<file path="src/hdl/lzbd_pkg.sv">
// Shared constants, types and helpers for the LZ block decompressor.
package lzbd_pkg;

  localparam int unsigned WINDOW_DEPTH = 65536;
  localparam int unsigned HIST_AW      = $clog2(WINDOW_DEPTH);
  localparam int unsigned BW_W         = HIST_AW + 1;

  localparam logic [1:0] TAG_LITERAL = 2'b00;
  localparam logic [1:0] TAG_COPY1   = 2'b01;
  localparam logic [1:0] TAG_COPY2   = 2'b10;
  localparam logic [1:0] TAG_BAD     = 2'b11;

  localparam logic [5:0] LIT_SHORT_MAX = 6'd60;
  localparam logic [5:0] LIT_LEN_BIAS  = 6'd59;
  localparam logic [6:0] COPY1_MIN_LEN = 7'd4;

  typedef struct packed {
    logic               rd_en;
    logic [HIST_AW-1:0] rd_addr;
    logic               wr_en;
    logic [HIST_AW-1:0] wr_addr;
    logic [7:0]         wr_data;
  } hist_req_t;

  typedef struct packed {
    logic       valid;
    logic [7:0] data;
    logic       last;
    logic       err;
  } res_t;

  function automatic logic [HIST_AW-1:0] ptr_inc(input logic [HIST_AW-1:0] p);
    logic [HIST_AW-1:0] r;
    if (p == HIST_AW'(WINDOW_DEPTH - 1)) r = '0;
    else r = p + 1'b1;
    return r;
  endfunction

  function automatic logic [BW_W-1:0] count_sat_inc(input logic [BW_W-1:0] c);
    logic [BW_W-1:0] r;
    if (c < BW_W'(WINDOW_DEPTH)) r = c + 1'b1;
    else r = c;
    return r;
  endfunction

endpackage

</file>
<file path="src/hdl/lzbd_ctrl.sv">
// Stream parser and copy sequencer driving the history memory.
module lzbd_ctrl
  import lzbd_pkg::*;
(
  input  logic       clk,
  input  logic       rst_n,
  input  logic       in_valid,
  output logic       in_ready,
  input  logic [7:0] in_byte,
  input  logic       in_first,
  input  logic       in_last,
  input  logic       out_free,
  output res_t       res,
  output hist_req_t  req,
  input  logic [7:0] hist_q
);

  typedef enum logic [2:0] {
    S_HEADER, S_TAG, S_LITLEN, S_LITERAL, S_OFFSET, S_CHECK, S_COPY
  } state_t;

  state_t             state_r,    state_nxt;
  logic [32:0]        lit_r,      lit_nxt;
  logic [2:0]         fld_r,      fld_nxt;
  logic [7:0]         tag_r,      tag_nxt;
  logic [15:0]        off_r,      off_nxt;
  logic [HIST_AW-1:0] wp_r,       wp_nxt;
  logic [BW_W-1:0]    bw_r,       bw_nxt;
  logic               hold_last_r, hold_last_nxt;
  logic [HIST_AW-1:0] rd_addr_r,  rd_addr_nxt;
  logic [6:0]         rd_left_r,  rd_left_nxt;
  logic [6:0]         em_left_r,  em_left_nxt;
  logic               rd_pend_r,  rd_pend_nxt;

  always_comb begin
    state_t      phase;
    logic        acc;
    logic        can_emit;
    logic        issue;
    logic        finish;
    logic [5:0]  len_code;
    logic [2:0]  total;
    logic [1:0]  idx;
    logic [32:0] lit_or;
    logic [16:0] diff;

    state_nxt     = state_r;
    lit_nxt       = lit_r;
    fld_nxt       = fld_r;
    tag_nxt       = tag_r;
    off_nxt       = off_r;
    wp_nxt        = wp_r;
    bw_nxt        = bw_r;
    hold_last_nxt = hold_last_r;
    rd_addr_nxt   = rd_addr_r;
    rd_left_nxt   = rd_left_r;
    em_left_nxt   = em_left_r;
    rd_pend_nxt   = rd_pend_r;
    res           = '0;
    req           = '0;
    in_ready      = 1'b0;
    acc           = 1'b0;
    can_emit      = 1'b0;
    issue         = 1'b0;
    finish        = 1'b0;
    phase         = state_r;
    len_code      = '0;
    total         = '0;
    idx           = '0;
    lit_or        = '0;
    diff          = '0;

    unique case (state_r)
      S_HEADER, S_TAG, S_LITLEN, S_LITERAL, S_OFFSET: begin
        in_ready = out_free;
        acc      = in_valid && out_free;
        if (acc) begin
          if (in_first) begin
            phase  = S_HEADER;
            wp_nxt = '0;
            bw_nxt = '0;
          end
          unique case (phase)
            S_HEADER: begin
              if (!in_byte[7]) state_nxt = S_TAG;
              else state_nxt = S_HEADER;
            end
            S_TAG: begin
              tag_nxt = in_byte;
              unique case (in_byte[1:0])
                TAG_LITERAL: begin
                  if (in_byte[7:2] < LIT_SHORT_MAX) begin
                    lit_nxt   = 33'(in_byte[7:2]) + 33'd1;
                    state_nxt = S_LITERAL;
                  end else begin
                    len_code  = in_byte[7:2] - LIT_LEN_BIAS;
                    lit_nxt   = '0;
                    fld_nxt   = len_code[2:0];
                    state_nxt = S_LITLEN;
                  end
                end
                TAG_COPY1: begin
                  fld_nxt   = 3'd1;
                  off_nxt   = '0;
                  state_nxt = S_OFFSET;
                end
                TAG_COPY2: begin
                  fld_nxt   = 3'd2;
                  off_nxt   = '0;
                  state_nxt = S_OFFSET;
                end
                TAG_BAD: begin
                  res.valid = 1'b1;
                  res.last  = 1'b1;
                  res.err   = 1'b1;
                end
                default: ;
              endcase
            end
            S_LITLEN: begin
              len_code = tag_r[7:2] - LIT_LEN_BIAS;
              total    = len_code[2:0];
              idx      = 2'(total - fld_r);
              lit_or   = lit_r | (33'(in_byte) << {idx, 3'b000});
              fld_nxt  = fld_r - 3'd1;
              if (fld_r == 3'd1) begin
                lit_nxt   = lit_or + 33'd1;
                state_nxt = S_LITERAL;
              end else begin
                lit_nxt = lit_or;
              end
            end
            S_LITERAL: begin
              res.valid   = 1'b1;
              res.data    = in_byte;
              res.last    = 1'b1;
              req.wr_en   = 1'b1;
              req.wr_addr = wp_r;
              req.wr_data = in_byte;
              wp_nxt      = ptr_inc(wp_r);
              bw_nxt      = count_sat_inc(bw_r);
              lit_nxt     = lit_r - 33'd1;
              if (lit_r == 33'd1) state_nxt = S_TAG;
            end
            S_OFFSET: begin
              if (tag_r[1:0] == TAG_COPY1) begin
                off_nxt     = {5'd0, tag_r[7:5], in_byte};
                em_left_nxt = COPY1_MIN_LEN + 7'(tag_r[4:2]);
                rd_left_nxt = COPY1_MIN_LEN + 7'(tag_r[4:2]);
                state_nxt   = S_CHECK;
              end else if (fld_r == 3'd2) begin
                off_nxt = {8'd0, in_byte};
                fld_nxt = 3'd1;
              end else begin
                off_nxt     = {in_byte, off_r[7:0]};
                em_left_nxt = 7'(tag_r[7:2]) + 7'd1;
                rd_left_nxt = 7'(tag_r[7:2]) + 7'd1;
                fld_nxt     = '0;
                state_nxt   = S_CHECK;
              end
            end
            default: ;
          endcase
          if (state_nxt == S_CHECK) begin
            hold_last_nxt = in_last;
          end else if (in_last) begin
            state_nxt = S_HEADER;
            wp_nxt    = '0;
            bw_nxt    = '0;
          end
        end
      end
      S_CHECK: begin
        if (out_free) begin
          if (off_r == 16'd0 || 17'(off_r) > 17'(bw_r)) begin
            res.valid = 1'b1;
            res.last  = 1'b1;
            res.err   = 1'b1;
            finish    = 1'b1;
          end else begin
            diff = 17'(wp_r) - 17'(off_r);
            if (17'(wp_r) < 17'(off_r)) diff = diff + 17'(WINDOW_DEPTH);
            rd_addr_nxt = HIST_AW'(diff);
            rd_pend_nxt = 1'b0;
            state_nxt   = S_COPY;
          end
        end
      end
      S_COPY: begin
        can_emit = rd_pend_r && out_free;
        issue    = (rd_left_r != 7'd0) && (!rd_pend_r || can_emit);
        if (can_emit) begin
          res.valid   = 1'b1;
          res.data    = hist_q;
          res.last    = (em_left_r == 7'd1);
          req.wr_en   = 1'b1;
          req.wr_addr = wp_r;
          req.wr_data = hist_q;
          wp_nxt      = ptr_inc(wp_r);
          bw_nxt      = count_sat_inc(bw_r);
          em_left_nxt = em_left_r - 7'd1;
          if (em_left_r == 7'd1) finish = 1'b1;
        end
        if (issue) begin
          req.rd_en   = 1'b1;
          req.rd_addr = rd_addr_r;
          rd_addr_nxt = ptr_inc(rd_addr_r);
          rd_left_nxt = rd_left_r - 7'd1;
          rd_pend_nxt = 1'b1;
        end else if (can_emit) begin
          rd_pend_nxt = 1'b0;
        end
      end
      default: ;
    endcase

    if (finish) begin
      if (hold_last_r) begin
        state_nxt = S_HEADER;
        wp_nxt    = '0;
        bw_nxt    = '0;
      end else begin
        state_nxt = S_TAG;
      end
      hold_last_nxt = 1'b0;
    end
  end

  always_ff @(posedge clk) begin
    if (!rst_n) begin
      state_r     <= S_HEADER;
      lit_r       <= '0;
      fld_r       <= '0;
      tag_r       <= '0;
      off_r       <= '0;
      wp_r        <= '0;
      bw_r        <= '0;
      hold_last_r <= 1'b0;
      rd_addr_r   <= '0;
      rd_left_r   <= '0;
      em_left_r   <= '0;
      rd_pend_r   <= 1'b0;
    end else begin
      state_r     <= state_nxt;
      lit_r       <= lit_nxt;
      fld_r       <= fld_nxt;
      tag_r       <= tag_nxt;
      off_r       <= off_nxt;
      wp_r        <= wp_nxt;
      bw_r        <= bw_nxt;
      hold_last_r <= hold_last_nxt;
      rd_addr_r   <= rd_addr_nxt;
      rd_left_r   <= rd_left_nxt;
      em_left_r   <= em_left_nxt;
      rd_pend_r   <= rd_pend_nxt;
    end
  end

endmodule

</file>
<file path="config.mk">
export PLATFORM = sky130hd
export DESIGN_NAME = lzbd_ctrl
export DESIGN_NICKNAME = d
export VERILOG_FILES = /design/src/hdl/lzbd_pkg.sv /design/src/hdl/lzbd_ctrl.sv
export SDC_FILE = /design/constraint.sdc
export NUM_CORES = 1
export LEC_CHECK = 0
export ABC_AREA = 1
export BUFFER_PORTS_ARGS = -buffer_cell sky130_fd_sc_hd__buf_4
export CAP_MARGIN = 20
export CORE_UTILIZATION = 25
export CTS_CLUSTER_DIAMETER = 150
export DETAILED_ROUTE_END_ITERATION = 10
export GPL_ROUTABILITY_DRIVEN = 1
export PLACE_DENSITY = 0.4
export SYNTH_ARGS = -nofsm -noshare
export SYNTH_HDL_FRONTEND = slang
export SYNTH_SLANG_ARGS = --single-unit
</file>
<file path="constraint.sdc">
create_clock -name clk -period 3.4 [get_ports clk]
set_input_delay 0.68 -clock clk [delete_from_list [all_inputs] [get_ports clk]]
set_output_delay 0.68 -clock clk [all_outputs]
set_load 0.01 [all_outputs]
</file>
# Word level (Yosys, flattened, before mapping)
# Index checks and enable logic that the tools add are counted.
# classes
n_addsub	16
order_cmp	4
n_eq_ne	38
n_shift	1
muxes	99
bitwise_logic	2
reduce_logical	31
# ops
op	count
two-way mux 16 bit	17
two-way mux 17 bit	11
one-hot mux 33 bit (3 select lines)	1
one-hot mux 16 bit (2 select lines)	3
two-way mux 25 bit	3
two-way mux 33 bit	2
two-way mux 3 bit	17
one-hot mux 25 bit (2 select lines)	1
two-way mux 7 bit	7
adder 16 x 1 -> 16 bit (second input constant)	3
one-hot mux 17 bit (2 select lines)	1
adder 33 x 1 -> 33 bit (second input constant)	1
equality test 33 x 1 -> 1 bit (second input constant)	1
bitwise OR 33 bit	1
left shift 8 x 5 -> 33 bit	1
subtractor 33 x 1 -> 33 bit (second input constant)	1
equality test 16 bit (second input constant)	2
one-hot mux 7 bit (2 select lines)	2
!= test 3 bit (second input constant)	7
AND reduction 4 bit	5
one-hot mux 3 bit (3 select lines)	2
adder 17 x 1 -> 17 bit (second input constant)	1
> comparator 16 x 17 -> 1 bit	1
< comparator 17 bit (second input constant)	1
44 further kinds	99
# totals
reg_bits	128
input_bits	22
out_inout_bits	54
wordCells	204

# Depth between registers and ports, before layout
# depth
word_depth	13
depth_mapped	18
depth_no_buf	18

# Worst setup path after synthesis
# Ideal clock, no wire load.
# synth_path
path_kind	input-to-output
start	input in_first
end	output req[15] in the netlist's numbering
t_arrival_ns	1.936
required_ns	2.720
setup_slack_ns	0.784
path_stages	10
n_path_buf	1
path_cell_list	inv_2 -> nand2_1 -> inv_2 -> nand2_1 -> nor2_2 -> nand2_1 -> nand2_1 -> inv_2 -> clkbuf_1 -> nor2_1
# synth_rtl
item	line	source
start: declaration	lzbd_ctrl.sv:10	input logic in_first,
end: declaration	lzbd_ctrl.sv:14	output hist_req_t req,

==> flow_summary.toml <==
[status]
status = "finished clean"

[clock_network]
cts-htree-levels = 4
cts-root-to-sink-buffers = 2
cts_hold_buf = 0
cts.reportedPaths.clkPinSlew_ns = 0.07
cts_buffers = 17
clock-root-buffer = "sky130_fd_sc_hd__clkbuf_16"
tritoncts = "done"
cts.sinks = 128
insertion_delay_ns = 0.49

[global_routing]
first_global_vias = 12999
first_pass_grt_wire_length_mm = 76.3
grt_overflow = 0
grt.busiest_layer = "met2"
antenna_found_initial = 0
grt_start_max_net_pins = 63
use_met2_pct = 31.5
gr-usage-met3_pct = 2.79
overall_routing_resource_usage_pct = 19.9
grt_use_met1_pct = 27.9

[min_path]
worst_hold_startpoint = "rd_addr_r[7]$_SDFFE_PN0P_"
timing.hold.worst.class = "flop to flop"

[worst_setup_path]
critPathMaxStageDelay_ns = 0.38
crit_type = "flop to output port"
critical-path-slowest-cell = "sky130_fd_sc_hd__dfxtp_1"
critical_path.max_fanout = 5
start_kind = "flop"
regToRegStartpoint = "off_r[1]$_SDFFE_PN0P_"
critPathLaunch = "bw_r[3]$_SDFF_PN0_"
worst_path_most_repeated_cell = "sky130_fd_sc_hd__nand2_1"
data_arrival_time_of_the_critical_path_ns = 2.57
setup.worst_path.end_class = "output port"
critPathRequiredTime_ns = 2.72
cp_cell_instances = "inv_1, ha_1, nand2_1, nor2_1, o21ai_0, nand2_1, nand2_1, nand2_1, o21ai_2, nand2_2, nand3_2, inv_1, a21oi_4, nand3_2, buf_4"

[routing]
detailroute.via_count = 13858
router_iterations_before_antenna_repair = 5
antenna_violating_nets_post_route = 0
route.detailed.drc = 0
wire_per_inst_um = 17.9
routed_wirelength_mm = 49.3
dr.first_iter.drc_count = 1037
via_per_instance_ratio = 5.02

[synthesis]
synth-edff-count = 0
post-synth-top-area-cell = "sky130_fd_sc_hd__dfxtp_1"
post_synth.cell_area_avg_um2 = 5.83
syn_nets = 2160
ys_types = 56
post-synth-top-area-fraction_pct = 21.1
synth_simple_gate_area_share_pct = 38.2
synth-warning-count = 0
synthesis.area_um2 = 12200
async_reset_ff_share_pct = 0
synth_seq_area_share_pct = 21.1
ys_dominant_reg_cell = "sky130_fd_sc_hd__dfxtp_1"
synth-adder-area-share_pct = 5.41
synth-seq-cells = 128
synth_top_cells_by_count = "sky130_fd_sc_hd__nand2_1 (465), sky130_fd_sc_hd__inv_1 (278), sky130_fd_sc_hd__nor2_1 (237), sky130_fd_sc_hd__nand3_1 (212), sky130_fd_sc_hd__o21ai_0 (157)"
netlist_top_cells_area = "sky130_fd_sc_hd__dfxtp_1 (21%), sky130_fd_sc_hd__nand2_1 (14%), sky130_fd_sc_hd__nand3_1 (8.7%)"
synthXorXnorAreaFrac_pct = 2.74
most_frequently_used_cell_type_in_the_post_synthesis_netlist = "sky130_fd_sc_hd__nand2_1"
synth_compound_gate_area_share_pct = 20.1
post_synth_inst_count = 2086
post_synth_mux_area_share_pct = 0
largest_family_of_logic_cells_by_synthesized_area = "simple AND/OR/NAND/NOR gates"

[floorplan]
chip_width_um = 223
initial_core_util_pct = 25.4
core_region_area_um2 = 47800
floorplan_row_count = 80
fp.dieArea_um2 = 49500
fp.dieH_um = 223
floorplan.io_pins = 76

[placed_design]
post-place-ws_ns = 0.289
dp_hpwl_mm = 37.1
gp_congestion = 0.887
numPortBuffers = 75
placed_cell_area_um2 = 13400
numPlacedInstances = 2727

[layout]
utilization_pct = 29.3
antenna_fix_cells = 0
layout-area-overhead-vs-synth_pct = 15.5
layoutNonFillerInstCount = 2761
design_area_um2 = 14000
post_route_cells_drive_above_1_share_pct = 11.1
nNetsFinal = 2207

[sta]
setup_clock_skew_after_layout_ns = 0.0149
worst_slew_margin_rel_pct = 51.9
slew_violations = 0
min_clock_period_post_route_ns = 3.25
tightestPinTransition_ns = 0.722
post-route-worst-setup-slack_ns = 0.154
setup_viol = 0
achievable-frequency_mhz = 308
hold_fails_final_rpt = 0
post-route-period-util_pct = 95.5

[power]
p_leak_nw = 6.21
p_per_cell_area_nw_per_um2 = 275
worst_ir_drop_vdd_mv = 0.357

[flow_run]
timing.max_cap.violations = 0
## flip-flops by register name (all words and copies together), names as in the netlist, 3 cells and up
register   flops
lit_r         33
state_r        3
wp_r          16
fld_r          3
em_left_r      7
rd_left_r      7
off_r         16
bw_r          17
tag_r          8
rd_addr_r     16
## layout make-up
| cell class | instances | area [um2] |
|---|---|---|
| timing repair buffer | 110 | 842 |
| multi-input combinational | 1577 | 8140 |
| clock inverter | 14 | 158 |
| tap | 615 | 769 |
| sequential | 128 | 2570 |
| fill | 5450 | 33800 |
| clock buffer | 18 | 429 |
| inverter | 299 | 1130 |
## layer usage
layer	up-vias	part of all wire, %	wire [um]
li1	7003	-	-
met1	6526	50	24800
met2	288	45	21900
met3	41	3.9	1930
met4	0	1.4	667
met5	-	0	0
## kinds of logic (layout without fill, tap and decap cells)
logic type / Yosys count / after routing
flops: 128 / 128
fa+ha+maj: 52 / 52
xor+xnor: 38 / 38
simple gates: 1049 / 1049
compound gates: 438 / 438
buf+inv: 381 / 441
## cells in the final DEF, fill, tap and decap left out, types with 5 or more instances in the layout
| cell | Yosys | final |
|---|---|---|
| sky130_fd_sc_hd__nand3_1 | 212 | 210 |
| sky130_fd_sc_hd__nor3_1 | 29 | 27 |
| sky130_fd_sc_hd__o21ai_0 | 157 | 157 |
| sky130_fd_sc_hd__inv_1 | 278 | 276 |
| sky130_fd_sc_hd__nor4_1 | 11 | 10 |
| sky130_fd_sc_hd__a211oi_1 | 18 | 18 |
| sky130_fd_sc_hd__a221oi_1 | 5 | 5 |
| sky130_fd_sc_hd__nand4_1 | 36 | 36 |
| sky130_fd_sc_hd__o22ai_1 | 30 | 30 |
| sky130_fd_sc_hd__nand2_1 | 465 | 463 |
| sky130_fd_sc_hd__nand3_2 | 5 | 7 |
| sky130_fd_sc_hd__o211ai_1 | 6 | 6 |
| sky130_fd_sc_hd__nand2_2 | 15 | 17 |
| sky130_fd_sc_hd__ha_1 | 51 | 51 |
| sky130_fd_sc_hd__dfxtp_1 | 128 | 122 |
| sky130_fd_sc_hd__a21o_1 | 5 | 5 |
| sky130_fd_sc_hd__a31oi_1 | 28 | 28 |
| sky130_fd_sc_hd__inv_2 | 19 | 21 |
| sky130_fd_sc_hd__nor2_2 | 10 | 11 |
| sky130_fd_sc_hd__buf_4 | 13 | 108 |
| sky130_fd_sc_hd__o31ai_1 | 8 | 8 |
| sky130_fd_sc_hd__nor2_4 | 8 | 10 |
| sky130_fd_sc_hd__a21oi_1 | 155 | 153 |
| sky130_fd_sc_hd__a22oi_1 | 6 | 6 |
| sky130_fd_sc_hd__xor2_1 | 35 | 35 |
| sky130_fd_sc_hd__clkbuf_16 | 0 | 17 |
| sky130_fd_sc_hd__nor2_1 | 237 | 234 |
## final timing paths
check / slack, ns / end / cells after the start
worst max register to register: 0.41 / rd_addr_r[15]$_SDFFE_PN0P_ / 12
worst min-delay path: 0.49 / rd_addr_r[7]$_SDFFE_PN0P_ / 2
worst min register to register: 0.49 / rd_addr_r[7]$_SDFFE_PN0P_ / 2
worst max-delay path: 0.15 / res[1] / 15
## worst max-delay path: cells and delay by family, from the launching register on
| kind | cells | cell delay [ns] |
|---|---|---|
| AOI/OAI and AO/OA | 3 | 0.44 |
| buffers and inverters | 3 | 0.34 |
| DFF | 1 | 0.38 |
| adders and majority gates | 1 | 0.31 |
| and+or+nand+nor | 8 | 0.60 |
## report_power, final
group	switching, mW	leakage [nW]	internal [mW]
combinational	0.285	4.90	0.108
clock	0.864	0.278	1.09
sequential	0.00770	1.03	1.50
## what timing repair did
item	4_1_cts	5_1_grt
buffers inserted	0	1
pin swaps	0	3
endpoints found under the setup margin	3	12
gates resized for setup	7	16
## stage by stage
stage | power (mW) | TNS [ns] | hold slack [ns]
floorplan | 1.77 | 0 | 0.452
global route | 4.00 | -0.00638 | 0.525
CTS | 3.92 | 0 | 0.496
detailed placement | 1.93 | 0 | 0.486
finish | 3.86 | 0 | 0.492
global placement | 1.93 | 0 | 0.476
Power figures use the tool's default switching activity.
